[src/design/sorted_group_sum_count_unit_macros.svh]
// Assertion helpers shared by the aggregation unit and its result queue.
`ifndef SORTED_GROUP_SUM_COUNT_UNIT_MACROS_SVH
`define SORTED_GROUP_SUM_COUNT_UNIT_MACROS_SVH

// Same-cycle implication, checked outside reset
`define SGSC_ASSERT_NOW(name, clk, rst, pre, post) \
   name: assert property (@(posedge clk) disable iff (rst) (pre) |-> (post)) \
      else $error("same-cycle check failed");

// Next-cycle implication, checked outside reset
`define SGSC_ASSERT_NEXT(name, clk, rst, pre, post) \
   name: assert property (@(posedge clk) disable iff (rst) (pre) |=> (post)) \
      else $error("next-cycle check failed");

`endif

[src/design/sgsc_pkg.sv]
package sgsc_pkg;

   // Configuration port
   localparam int CSR_WIDTH = 3;
   localparam logic CSR_COLUMNS   = 1'b0;
   localparam logic CSR_ROW_FLAGS = 1'b1;
   localparam logic [CSR_WIDTH-1:0] COLUMNS_RESET = 3'd4;

   // Result queue
   localparam int QUEUE_DEPTH = 4;

   // Up to two results are written into the queue per request
   typedef struct packed {
      logic first_valid;
      logic second_valid;
   } sgsc_push_type;

endpackage

[src/design/sorted_group_sum_count_unit.sv]
// A result is registered in the result queue when the request that closes its group is accepted.
// Throughput: one request per cycle while req_tready is high; a request emits zero, one or two results.
// req_tready drops while fewer than two of the four result queue slots are free.
// Reset (synchronous, active high) closes any open group, empties the result queue,
// and sets columns_in_use to 4 and use_row_flags to 0.
module sorted_group_sum_count_unit #(
   parameter int VALUE_COLUMNS = 4,
   parameter int VALUE_WIDTH   = 32,
   parameter int KEY_WIDTH     = 64,
   parameter int COUNT_WIDTH   = 32
) (
   input  logic clock,
   input  logic reset,
   // request: group_key, value_0 .. value_N (low to high)
   input  logic                                                    req_tvalid,
   output logic                                                    req_tready,
   input  logic [((KEY_WIDTH + VALUE_COLUMNS*VALUE_WIDTH + 7) / 8) * 8 - 1:0] req_tdata,
   input  logic                                                    req_tuser,  // row_active
   input  logic                                                    req_tlast,  // last_row
   // result: out_key, sum_0 .. sum_N, row_count (low to high)
   output logic                                                    rsp_tvalid,
   input  logic                                                    rsp_tready,
   output logic [((KEY_WIDTH + VALUE_COLUMNS*VALUE_WIDTH + COUNT_WIDTH + 7) / 8) * 8 - 1:0]
                                                                   rsp_tdata,
   output logic                                                    rsp_tuser,  // group_active
   output logic                                                    rsp_tlast,  // final_group
   // configuration writes
   input  logic                                                    csr_wen,
   input  logic                                                    csr_index,
   input  logic [sgsc_pkg::CSR_WIDTH-1:0]                          csr_wdata
);
   import sgsc_pkg::*;
`include "sorted_group_sum_count_unit_macros.svh"

   localparam int SUM_BASE    = KEY_WIDTH;
   localparam int COUNT_BASE  = KEY_WIDTH + VALUE_COLUMNS * VALUE_WIDTH;
   localparam int OUT_BITS    = COUNT_BASE + COUNT_WIDTH;
   localparam int ACTIVE_BIT  = OUT_BITS;
   localparam int FINAL_BIT   = OUT_BITS + 1;
   localparam int RES_W       = OUT_BITS + 2;
   localparam int OUT_TDATA_W = ((OUT_BITS + 7) / 8) * 8;
   localparam int COL_IDX_W   = CSR_WIDTH + 1;

   // Configuration registers
   logic [CSR_WIDTH-1:0] cols_ff;
   logic                 flags_ff;

   // Open group state
   logic                   open_ff, open_in;
   logic [KEY_WIDTH-1:0]   key_ff, key_in;
   logic [VALUE_WIDTH-1:0] sum_ff [VALUE_COLUMNS];
   logic [VALUE_WIDTH-1:0] sum_in [VALUE_COLUMNS];
   logic [COUNT_WIDTH-1:0] count_ff, count_in;
   logic                   act_ff, act_in;

   logic                     accept;
   logic [KEY_WIDTH-1:0]     in_key;
   logic                     row_act;
   logic                     key_change;
   logic                     new_group;
   logic [VALUE_COLUMNS-1:0] col_en;
   logic [RES_W-1:0]         res_close, res_last;
   logic [RES_W-1:0]         first_data;
   logic [RES_W-1:0]         q_data;
   logic                     q_room;
   sgsc_push_type            push;

   // Write configuration registers
   always_ff @(posedge clock) begin
      if (reset) begin
         cols_ff  <= COLUMNS_RESET;
         flags_ff <= 1'b0;
      end else if (csr_wen) begin
         unique case (csr_index)
            CSR_COLUMNS:   cols_ff  <= csr_wdata;
            CSR_ROW_FLAGS: flags_ff <= csr_wdata[0];
            default: ;
         endcase
      end
   end

   // Decode the request
   assign accept     = req_tvalid && req_tready;
   assign req_tready = q_room;
   assign in_key     = req_tdata[KEY_WIDTH-1:0];
   assign row_act    = flags_ff ? req_tuser : 1'b1;
   assign key_change = open_ff && (in_key != key_ff);
   assign new_group  = !open_ff || key_change;

   // Fold the row into the group it belongs to
   for (genvar c = 0; c < VALUE_COLUMNS; c++) begin : g_col
      assign col_en[c] = (COL_IDX_W'(c) < {1'b0, cols_ff});
      assign sum_in[c] = (new_group ? '0 : sum_ff[c])
                       + (col_en[c] ? req_tdata[SUM_BASE + c*VALUE_WIDTH +: VALUE_WIDTH] : '0);
   end

   assign key_in   = new_group ? in_key : key_ff;
   assign act_in   = new_group ? row_act : act_ff;
   assign count_in = new_group ? COUNT_WIDTH'(1)
                   : ((count_ff == '1) ? count_ff : count_ff + COUNT_WIDTH'(1));
   assign open_in  = !req_tlast;

   always_ff @(posedge clock) begin
      if (reset) begin
         open_ff <= 1'b0;
      end else if (accept) begin
         open_ff <= open_in;
      end
   end

   always_ff @(posedge clock) begin
      if (accept) begin
         key_ff   <= key_in;
         count_ff <= count_in;
         act_ff   <= act_in;
         for (int c = 0; c < VALUE_COLUMNS; c++) begin
            sum_ff[c] <= sum_in[c];
         end
      end
   end

   // Build the closing result of the old group and the one for a last row
   always_comb begin
      res_close = '0;
      res_last  = '0;
      res_close[KEY_WIDTH-1:0] = act_ff ? key_ff : '0;
      res_last[KEY_WIDTH-1:0]  = act_in ? key_in : '0;
      for (int c = 0; c < VALUE_COLUMNS; c++) begin
         res_close[SUM_BASE + c*VALUE_WIDTH +: VALUE_WIDTH] =
            (act_ff && col_en[c]) ? sum_ff[c] : '0;
         res_last[SUM_BASE + c*VALUE_WIDTH +: VALUE_WIDTH] =
            (act_in && col_en[c]) ? sum_in[c] : '0;
      end
      res_close[COUNT_BASE +: COUNT_WIDTH] = act_ff ? count_ff : '0;
      res_last[COUNT_BASE +: COUNT_WIDTH]  = act_in ? count_in : '0;
      res_close[ACTIVE_BIT] = act_ff;
      res_last[ACTIVE_BIT]  = act_in;
      res_close[FINAL_BIT]  = 1'b0;
      res_last[FINAL_BIT]   = 1'b1;
   end

   // Push results in order: closed group first, then the last-row group
   assign push.first_valid  = accept && (key_change || req_tlast);
   assign push.second_valid = accept && key_change && req_tlast;
   assign first_data        = key_change ? res_close : res_last;

   sgsc_result_queue #(
      .DATA_WIDTH (RES_W)
   ) u_queue (
      .clock       (clock),
      .reset       (reset),
      .push        (push),
      .first_data  (first_data),
      .second_data (res_last),
      .has_room    (q_room),
      .out_valid   (rsp_tvalid),
      .out_ready   (rsp_tready),
      .out_data    (q_data)
   );

   assign rsp_tdata = OUT_TDATA_W'(q_data[OUT_BITS-1:0]);
   assign rsp_tuser = q_data[ACTIVE_BIT];
   assign rsp_tlast = q_data[FINAL_BIT];

   `SGSC_ASSERT_NEXT(a_last_closes_group, clock, reset, accept && req_tlast, !open_ff)
   `SGSC_ASSERT_NOW(a_key_change_pushes, clock, reset, accept && key_change, push.first_valid)
   `SGSC_ASSERT_NEXT(a_accept_opens_group, clock, reset, accept && !req_tlast, open_ff)

endmodule

[src/design/sgsc_result_queue.sv]
module sgsc_result_queue #(
   parameter int DATA_WIDTH = 226
) (
   input  logic                    clock,
   input  logic                    reset,
   input  sgsc_pkg::sgsc_push_type push,
   input  logic [DATA_WIDTH-1:0]   first_data,
   input  logic [DATA_WIDTH-1:0]   second_data,
   output logic                    has_room,
   output logic                    out_valid,
   input  logic                    out_ready,
   output logic [DATA_WIDTH-1:0]   out_data
);
   import sgsc_pkg::*;
`include "sorted_group_sum_count_unit_macros.svh"

   localparam int PTR_W = $clog2(QUEUE_DEPTH);
   localparam int CNT_W = $clog2(QUEUE_DEPTH + 1);

   logic [DATA_WIDTH-1:0] slot_ff [QUEUE_DEPTH];
   logic [PTR_W-1:0]      wr_ptr_ff, wr_ptr_in;
   logic [PTR_W-1:0]      rd_ptr_ff, rd_ptr_in;
   logic [CNT_W-1:0]      count_ff, count_in;
   logic [CNT_W-1:0]      push_cnt;
   logic                  pop;

   // Occupancy and pointer update
   assign push_cnt  = CNT_W'(push.first_valid) + CNT_W'(push.second_valid);
   assign out_valid = (count_ff != '0);
   assign pop       = out_valid && out_ready;
   assign count_in  = count_ff + push_cnt - CNT_W'(pop);
   assign wr_ptr_in = wr_ptr_ff + PTR_W'(push_cnt);
   assign rd_ptr_in = rd_ptr_ff + PTR_W'(pop);
   assign has_room  = (count_ff <= CNT_W'(QUEUE_DEPTH - 2));
   assign out_data  = slot_ff[rd_ptr_ff];

   always_ff @(posedge clock) begin
      if (reset) begin
         wr_ptr_ff <= '0;
         rd_ptr_ff <= '0;
         count_ff  <= '0;
      end else begin
         wr_ptr_ff <= wr_ptr_in;
         rd_ptr_ff <= rd_ptr_in;
         count_ff  <= count_in;
      end
   end

   // Store pushed results; the second one goes behind the first
   always_ff @(posedge clock) begin
      if (push.first_valid) begin
         slot_ff[wr_ptr_ff] <= first_data;
      end
      if (push.second_valid) begin
         slot_ff[wr_ptr_ff + PTR_W'(1)] <= second_data;
      end
   end

   `SGSC_ASSERT_NOW(a_count_bound, clock, reset, 1'b1, count_ff <= CNT_W'(QUEUE_DEPTH))
   `SGSC_ASSERT_NOW(a_second_needs_first, clock, reset, push.second_valid, push.first_valid)
   `SGSC_ASSERT_NEXT(a_count_tracks, clock, reset, !push.first_valid && !pop,
                     count_ff == $past(count_ff))

endmodule
[config.mk]
export PLATFORM = sky130hd
export DESIGN_NAME = sorted_group_sum_count_unit
export DESIGN_NICKNAME = d
export VERILOG_FILES = /design/src/design/sgsc_pkg.sv /design/src/design/sorted_group_sum_count_unit.sv /design/src/design/sgsc_result_queue.sv
export VERILOG_INCLUDE_DIRS = /design/src /design/src/design
export SDC_FILE = /design/constraint.sdc
export NUM_CORES = 2
export LEC_CHECK = 0
export ABC_CLOCK_PERIOD_IN_PS = 22000
export BUFFER_PORTS_ARGS = -buffer_cell sky130_fd_sc_hd__buf_2
export CAP_MARGIN = 10
export CORE_ASPECT_RATIO = 0.75
export CORE_MARGIN = 2
export CORE_UTILIZATION = 55
export CTS_CLUSTER_DIAMETER = 30
export DETAILED_ROUTE_END_ITERATION = 8
export PLACE_DENSITY = 0.77
export SLEW_MARGIN = 20
export SYNTH_ARGS = -nofsm -noshare
export SYNTH_HDL_FRONTEND = slang
export SYNTH_SLANG_ARGS = --single-unit
[constraint.sdc]
create_clock -name clock -period 22 [get_ports clock]
set_input_delay 4.4 -clock clock [delete_from_list [all_inputs] [get_ports clock]]
set_output_delay 4.4 -clock clock [all_outputs]
set_load 0.02 [all_outputs]
After elaboration in Yosys (flattened, before gate mapping)

Memories as Yosys holds them, arrays and structs flattened. A register that Yosys moved wholly into a read port is not among the register bits.
Cells that the tools add are included.

Register bits after elaboration: 109
Word-level logic and storage cells: 84
Output and inout port bits: 228
Bits of input ports: 203
Memories kept: 2
Memory bits (writable): 1032

Magnitude comparators: 5
Reduce and logical (&&, ||, !) cells: 21
Add/subtract/negate cells: 11
Bitwise logic cells: 1
Mux-type cells: 33
Equality and inequality tests: 2

Memory list:

| memory          | depth | width | read ports | clocked after Yosys merged registers in | write ports | RTL line                          | source |
|---|---|---|---|---|---|---|---|
| u_queue.slot_ff | 4     | 226   | 1          | 1                                       | 2           | sgsc_result_queue.sv:20           | `logic [DATA_WIDTH-1:0] slot_ff [QUEUE_DEPTH];` |
| sum_ff          | 4     | 32    | 4          | 0                                       | 4           | sorted_group_sum_count_unit.sv:51 | `logic [VALUE_WIDTH-1:0] sum_ff [VALUE_COLUMNS];` |

Operators by type and width:

| kind                    | number |
|---|---|
| $mux W32                | 20 |
| $mux W226               | 1 |
| $mux W64                | 3 |
| $add A32 B32 Y32        | 4 |
| $ne A64 B64 Y1          | 1 |
| $add A32 B1 Y32 const B | 1 |
| $eq A32 B32 Y1 const B  | 1 |
| $logic_and A1 B1 Y1     | 14 |
| $mux W1                 | 8 |
| $lt A1 B3 Y1 const A    | 2 |
| $lt A2 B3 Y1 const A    | 2 |
| $reduce_and A2 Y1       | 2 |
| $add A3 B3 Y3           | 1 |
| $le A3 B2 Y1 const B    | 1 |
| $reduce_bool A3 Y1      | 1 |
| $sub A3 B1 Y3           | 1 |
| $add A1 B1 Y2           | 1 |
| $add A2 B1 Y2           | 1 |
| $add A2 B1 Y2 const B   | 1 |
| $add A2 B2 Y2           | 1 |
| $logic_not A1 Y1        | 2 |
| $logic_or A1 B1 Y1      | 2 |
| $mux W2                 | 1 |
| $not A1 Y1              | 1 |

Longest topological paths before layout

Depth after elaboration: 7
Gate-level depth with buffers: 21
Gate-level depth less buffers: 18

Modules after synthesis

Synthesis repeated with hierarchy kept, for this count alone.

Cell total of the unflattened synthesis: 4593
Area total of the unflattened synthesis: 64710.8 um2

By module, submodules not included:

| module                      | instances | seq. area each (um2) | area an instance (um2) | cells an instance |
|---|---|---|---|---|
| sgsc_result_queue           | 1         | 27286.2              | 43974.7                | 2227 |
| sorted_group_sum_count_unit | 1         | 6856.6               | 20736.1                | 2366 |

Least setup slack after synthesis

OpenSTA, ideal clock, no wires.

Path kind: input -> register
From: in req_tdata[17]
To: mem u_queue.slot_ff[2][0], enable pin
Stages on the path: 8
Path slack: -5 ps
Path buffers: 1
Data arrival time: 20882 ps
Cells stage by stage: xor2_1 -> nor4_1 -> nand4_1 -> nor4_2 -> nor2b_1 -> clkbuf_1 -> nand2_1 -> o21ai_0

RTL lines:

| element     | RTL line                          | source |
|---|---|---|
| from (decl) | sorted_group_sum_count_unit.sv:17 | `input logic [((KEY_WIDTH + VALUE_COLUMNS*VALUE_WIDTH + 7) / 8) * 8 - 1:0] req_tdata,` |
| to (decl)   | sgsc_result_queue.sv:20           |  |

==> impl_metrics.json <==
{
  "synthToLayoutAreaGrowth_pct": 16.54,
  "setup_viol": 0,
  "detail_route.vias_per_cell": 6.849,
  "cts_sinks": 1141,
  "cts_setup_buffers": 0,
  "synth.avg_cell_area_sq_um": 12.71,
  "synth_commonest_cells": "1125 x edfxtp_1, 508 x nand2_1, 490 x o22ai_1, 322 x clkbuf_1, 266 x nor2_1",
  "core_area_sq_um": 105400,
  "drv_slew": 0,
  "seqPwrFrac_pct": 37.1,
  "drt_iter0_drc": 6665,
  "holdCritPathClass": "reg2reg",
  "tightest_slew_ps": 1192,
  "root_buffer": "clkbuf_16",
  "crit_type": "in2reg",
  "die_w_microns": 380.8,
  "rsz0062_at_grt": "no",
  "finalCriticalPeriod_ps": 10220,
  "synth_largest_area_cell": "edfxtp_1",
  "final_nets": 5228,
  "grt_pass1_wl_microns": 269500,
  "ys_async_sr_fraction_pct": 0,
  "fmax_mhz": 97.82,
  "synth_top_area_share_pct": 57.68,
  "powerDensity_nw_per_um2": 112.1,
  "p_sw_share_pct": 32.36,
  "gp_congestion": 0.9223,
  "grt_overflow": 0,
  "remaining_drc_errors": 0,
  "finalWorstSetupSlack_ps": 11780,
  "start_kind": "input pin",
  "fp.dieArea_sq_um": 109100,
  "fin_skew_ps": 63.81,
  "intPower_uw": 5175,
  "cp_max_fo": 140,
  "numCtsBuffers": 188,
  "met2WireLength_microns": 79620,
  "wire_per_inst_microns": 27.90,
  "cts_hold_buf": 0,
  "p_sw_uw": 2476,
  "synth_area_sq_um": 58560,
  "hold_viol_final": 0,
  "cts_tree": "yes",
  "crit_arrival_ps": 10700,
  "p_leak_uw": 0.02499,
  "worstSkewPairLatency_ps": 830,
  "slew_headroom_pct": 20.53,
  "pre_cts_ws_ps": 11360,
  "dominantRegCellSynth": "edfxtp_1",
  "synth_fp_nets": 4948,
  "power.total_uw": 7652,
  "hpwl_microns": 105600,
  "drt-met1-wl_microns": 68420,
  "dieHeight_microns": 286.6,
  "final_util_pct": 64.74,
  "ys_seq_elements": 1141,
  "grt_pass1_vias": 43010,
  "status": "complete, no violations",
  "cap_violations": 0,
  "grtUsageTotal_pct": 32.47,
  "layout.area.seq_sq_um": 34110,
  "grt_start_max_net_pins": 142,
  "endpoint_kind": "register",
  "wl_microns": 180900,
  "grt_antenna_before_repair": 20,
  "yosysMostFrequentCell": "edfxtp_1",
  "num_rows": 103,
  "ys_seq_area_share_pct": 58.23,
  "top_layer_used": "met4",
  "ant_nets": 0,
  "p_comb_share_pct": 23.8,
  "cts-resized-gates": 0,
  "cts.htree.levels": 4,
  "final_layout_size_suffix_gt1_share_pct": 21.55,
  "required_ps": 22480,
  "start_util_pct": 55.55,
  "critPathMaxStageDelay_ps": 840,
  "numPortBuffers": 430,
  "synth.area.top_cells": "edfxtp_1 58%, mux4_2 8.7%, o22ai_1 5.2%",
  "irDropWorstVdd_mv": 0.07289,
  "rrSetupSlack_ps": 15100,
  "post-route-period-util_pct": 46.47,
  "clk_path_buf_depth": 3,
  "power_frac_clock_pct": 39.1,
  "synth.distinct_cells": 75,
  "fill_cells": 7640,
  "wl_met3_microns": 24900,
  "boundaryPins": 431,
  "synth_warnings": 0,
  "synth_edf_count": 1125,
  "clkTransAtPathRegs_ps": 50,
  "postSynthCellCount": 4609,
  "crit_chain": "buf_2, xor2_1, nor4_1, nand4_1, nor4_4, buf_12, and3_1, ha_1, inv_1, fa_1, nor2b_1, o31a_1, o22ai_1, o211ai_1, a21boi_0, o31a_1, o31ai_1, a21oi_1, xor2_1, o22ai_1",
  "critical-path-slowest-cell": "nor4_1",
  "num_vias": 44410,
  "drtPass1Iterations": 8,
  "multi_input_area_sq_um": 22840
}
## per-stage QoR
step,TNS [ps],std cells,cell area (sq um),hold slack [ps]
after floorplan,-2815,4609,58560,431.8
after global placement,0,6115,61720,445.0
after detailed placement,0,6116,61740,452.7
after CTS,0,6466,68200,459.7
after global routing,0,6483,68250,483.8
final,0,6484,68250,456.8
## logic make-up after synthesis
kind of cell | Yosys count | synth area share (%)
AND/OR/NAND/NOR | 1235 | 9.774
AO/OA/AOI/OAI | 1156 | 13.61
flip-flops | 1141 | 58.23
buffers and inverters | 474 | 3.113
XOR/XNOR | 236 | 3.529
multiplexers | 231 | 8.776
adder cells (fa/ha/maj) | 136 | 2.970
## cells in the final DEF, fill, tap and decap left out, types with 109 or more instances in the layout
cell type	n
edfxtp_1	1125
nand2_1	503
o22ai_1	490
buf_2	430
nor2_1	252
mux4_2	226
clkbuf_16	190
a32o_1	169
and2_1	140
o21ai_0	140
and3_1	138
ha_1	131
xor2_1	127
a21oi_1	124
xnor2_1	109
## power by group through the flow
stage / Sequential (uW) / Combinational [uW] / Clock (uW)
after detailed placement: 2870 / 1790 / 0
final: 2840 / 1820 / 2990
after CTS: 2830 / 1800 / 3000
after global routing: 2860 / 1900 / 3100
after global placement: 2860 / 1780 / 0
after floorplan: 2910 / 1190 / 0
## sequential cells by signal, summed over array words and instances, names as in the netlist
signal / cells
count_ff: 32
sum_ff: 128
flags_ff: 1
u_queue.wr_ptr_ff: 2
u_queue.slot_ff: 904
u_queue.rd_ptr_ff: 2
cols_ff: 3
act_ff: 1
u_queue.count_ff: 3
open_ff: 1
key_ff: 64
## path summary, 6_finish.rpt
check,startpoint,to,cells past startpoint
hold reg to reg,flags_ff$_SDFFE_PP0P_,flags_ff$_SDFFE_PP0P_,2
setup / recovery,req_tdata[46],u_queue.slot_ff[3][156]$_DFFE_PP_,20
setup reg to reg,key_ff[58]$_DFFE_PP_,u_queue.slot_ff[3][156]$_DFFE_PP_,19
hold / removal,flags_ff$_SDFFE_PP0P_,flags_ff$_SDFFE_PP0P_,2
## routing by layer
layer / global-route usage [%] / vias up
li1: - / 18710
met1: 45.76 / 21610
met2: 47.16 / 3616
met3: 8.874 / 474
met4: 15.19 / 0
met5: 0 / -
## final cells by class
| type | count | share of cell area [%] |
|---|---|---|
| flip-flops and latches | 1141 | 49.98 |
| multi-input cells | 2994 | 33.47 |
| clock buffers | 206 | 7.054 |
| repair buffers | 499 | 4.051 |
| well taps | 1417 | 2.598 |
| clock inverters | 144 | 2.416 |
| inverters | 65 | 0.3593 |
| diodes | 18 | 0.06600 |
## critical path, delay by kind of cell
kind / cells / cell delay, ps
xor gates and xnor gates: 2 / 570
adders and majority gates: 2 / 660
and+or+nand+nor: 5 / 2220
AOI/OAI and AO/OA: 8 / 1940
buffers and inverters: 3 / 760
No activity file was read; power rests on OpenSTA's default activity.
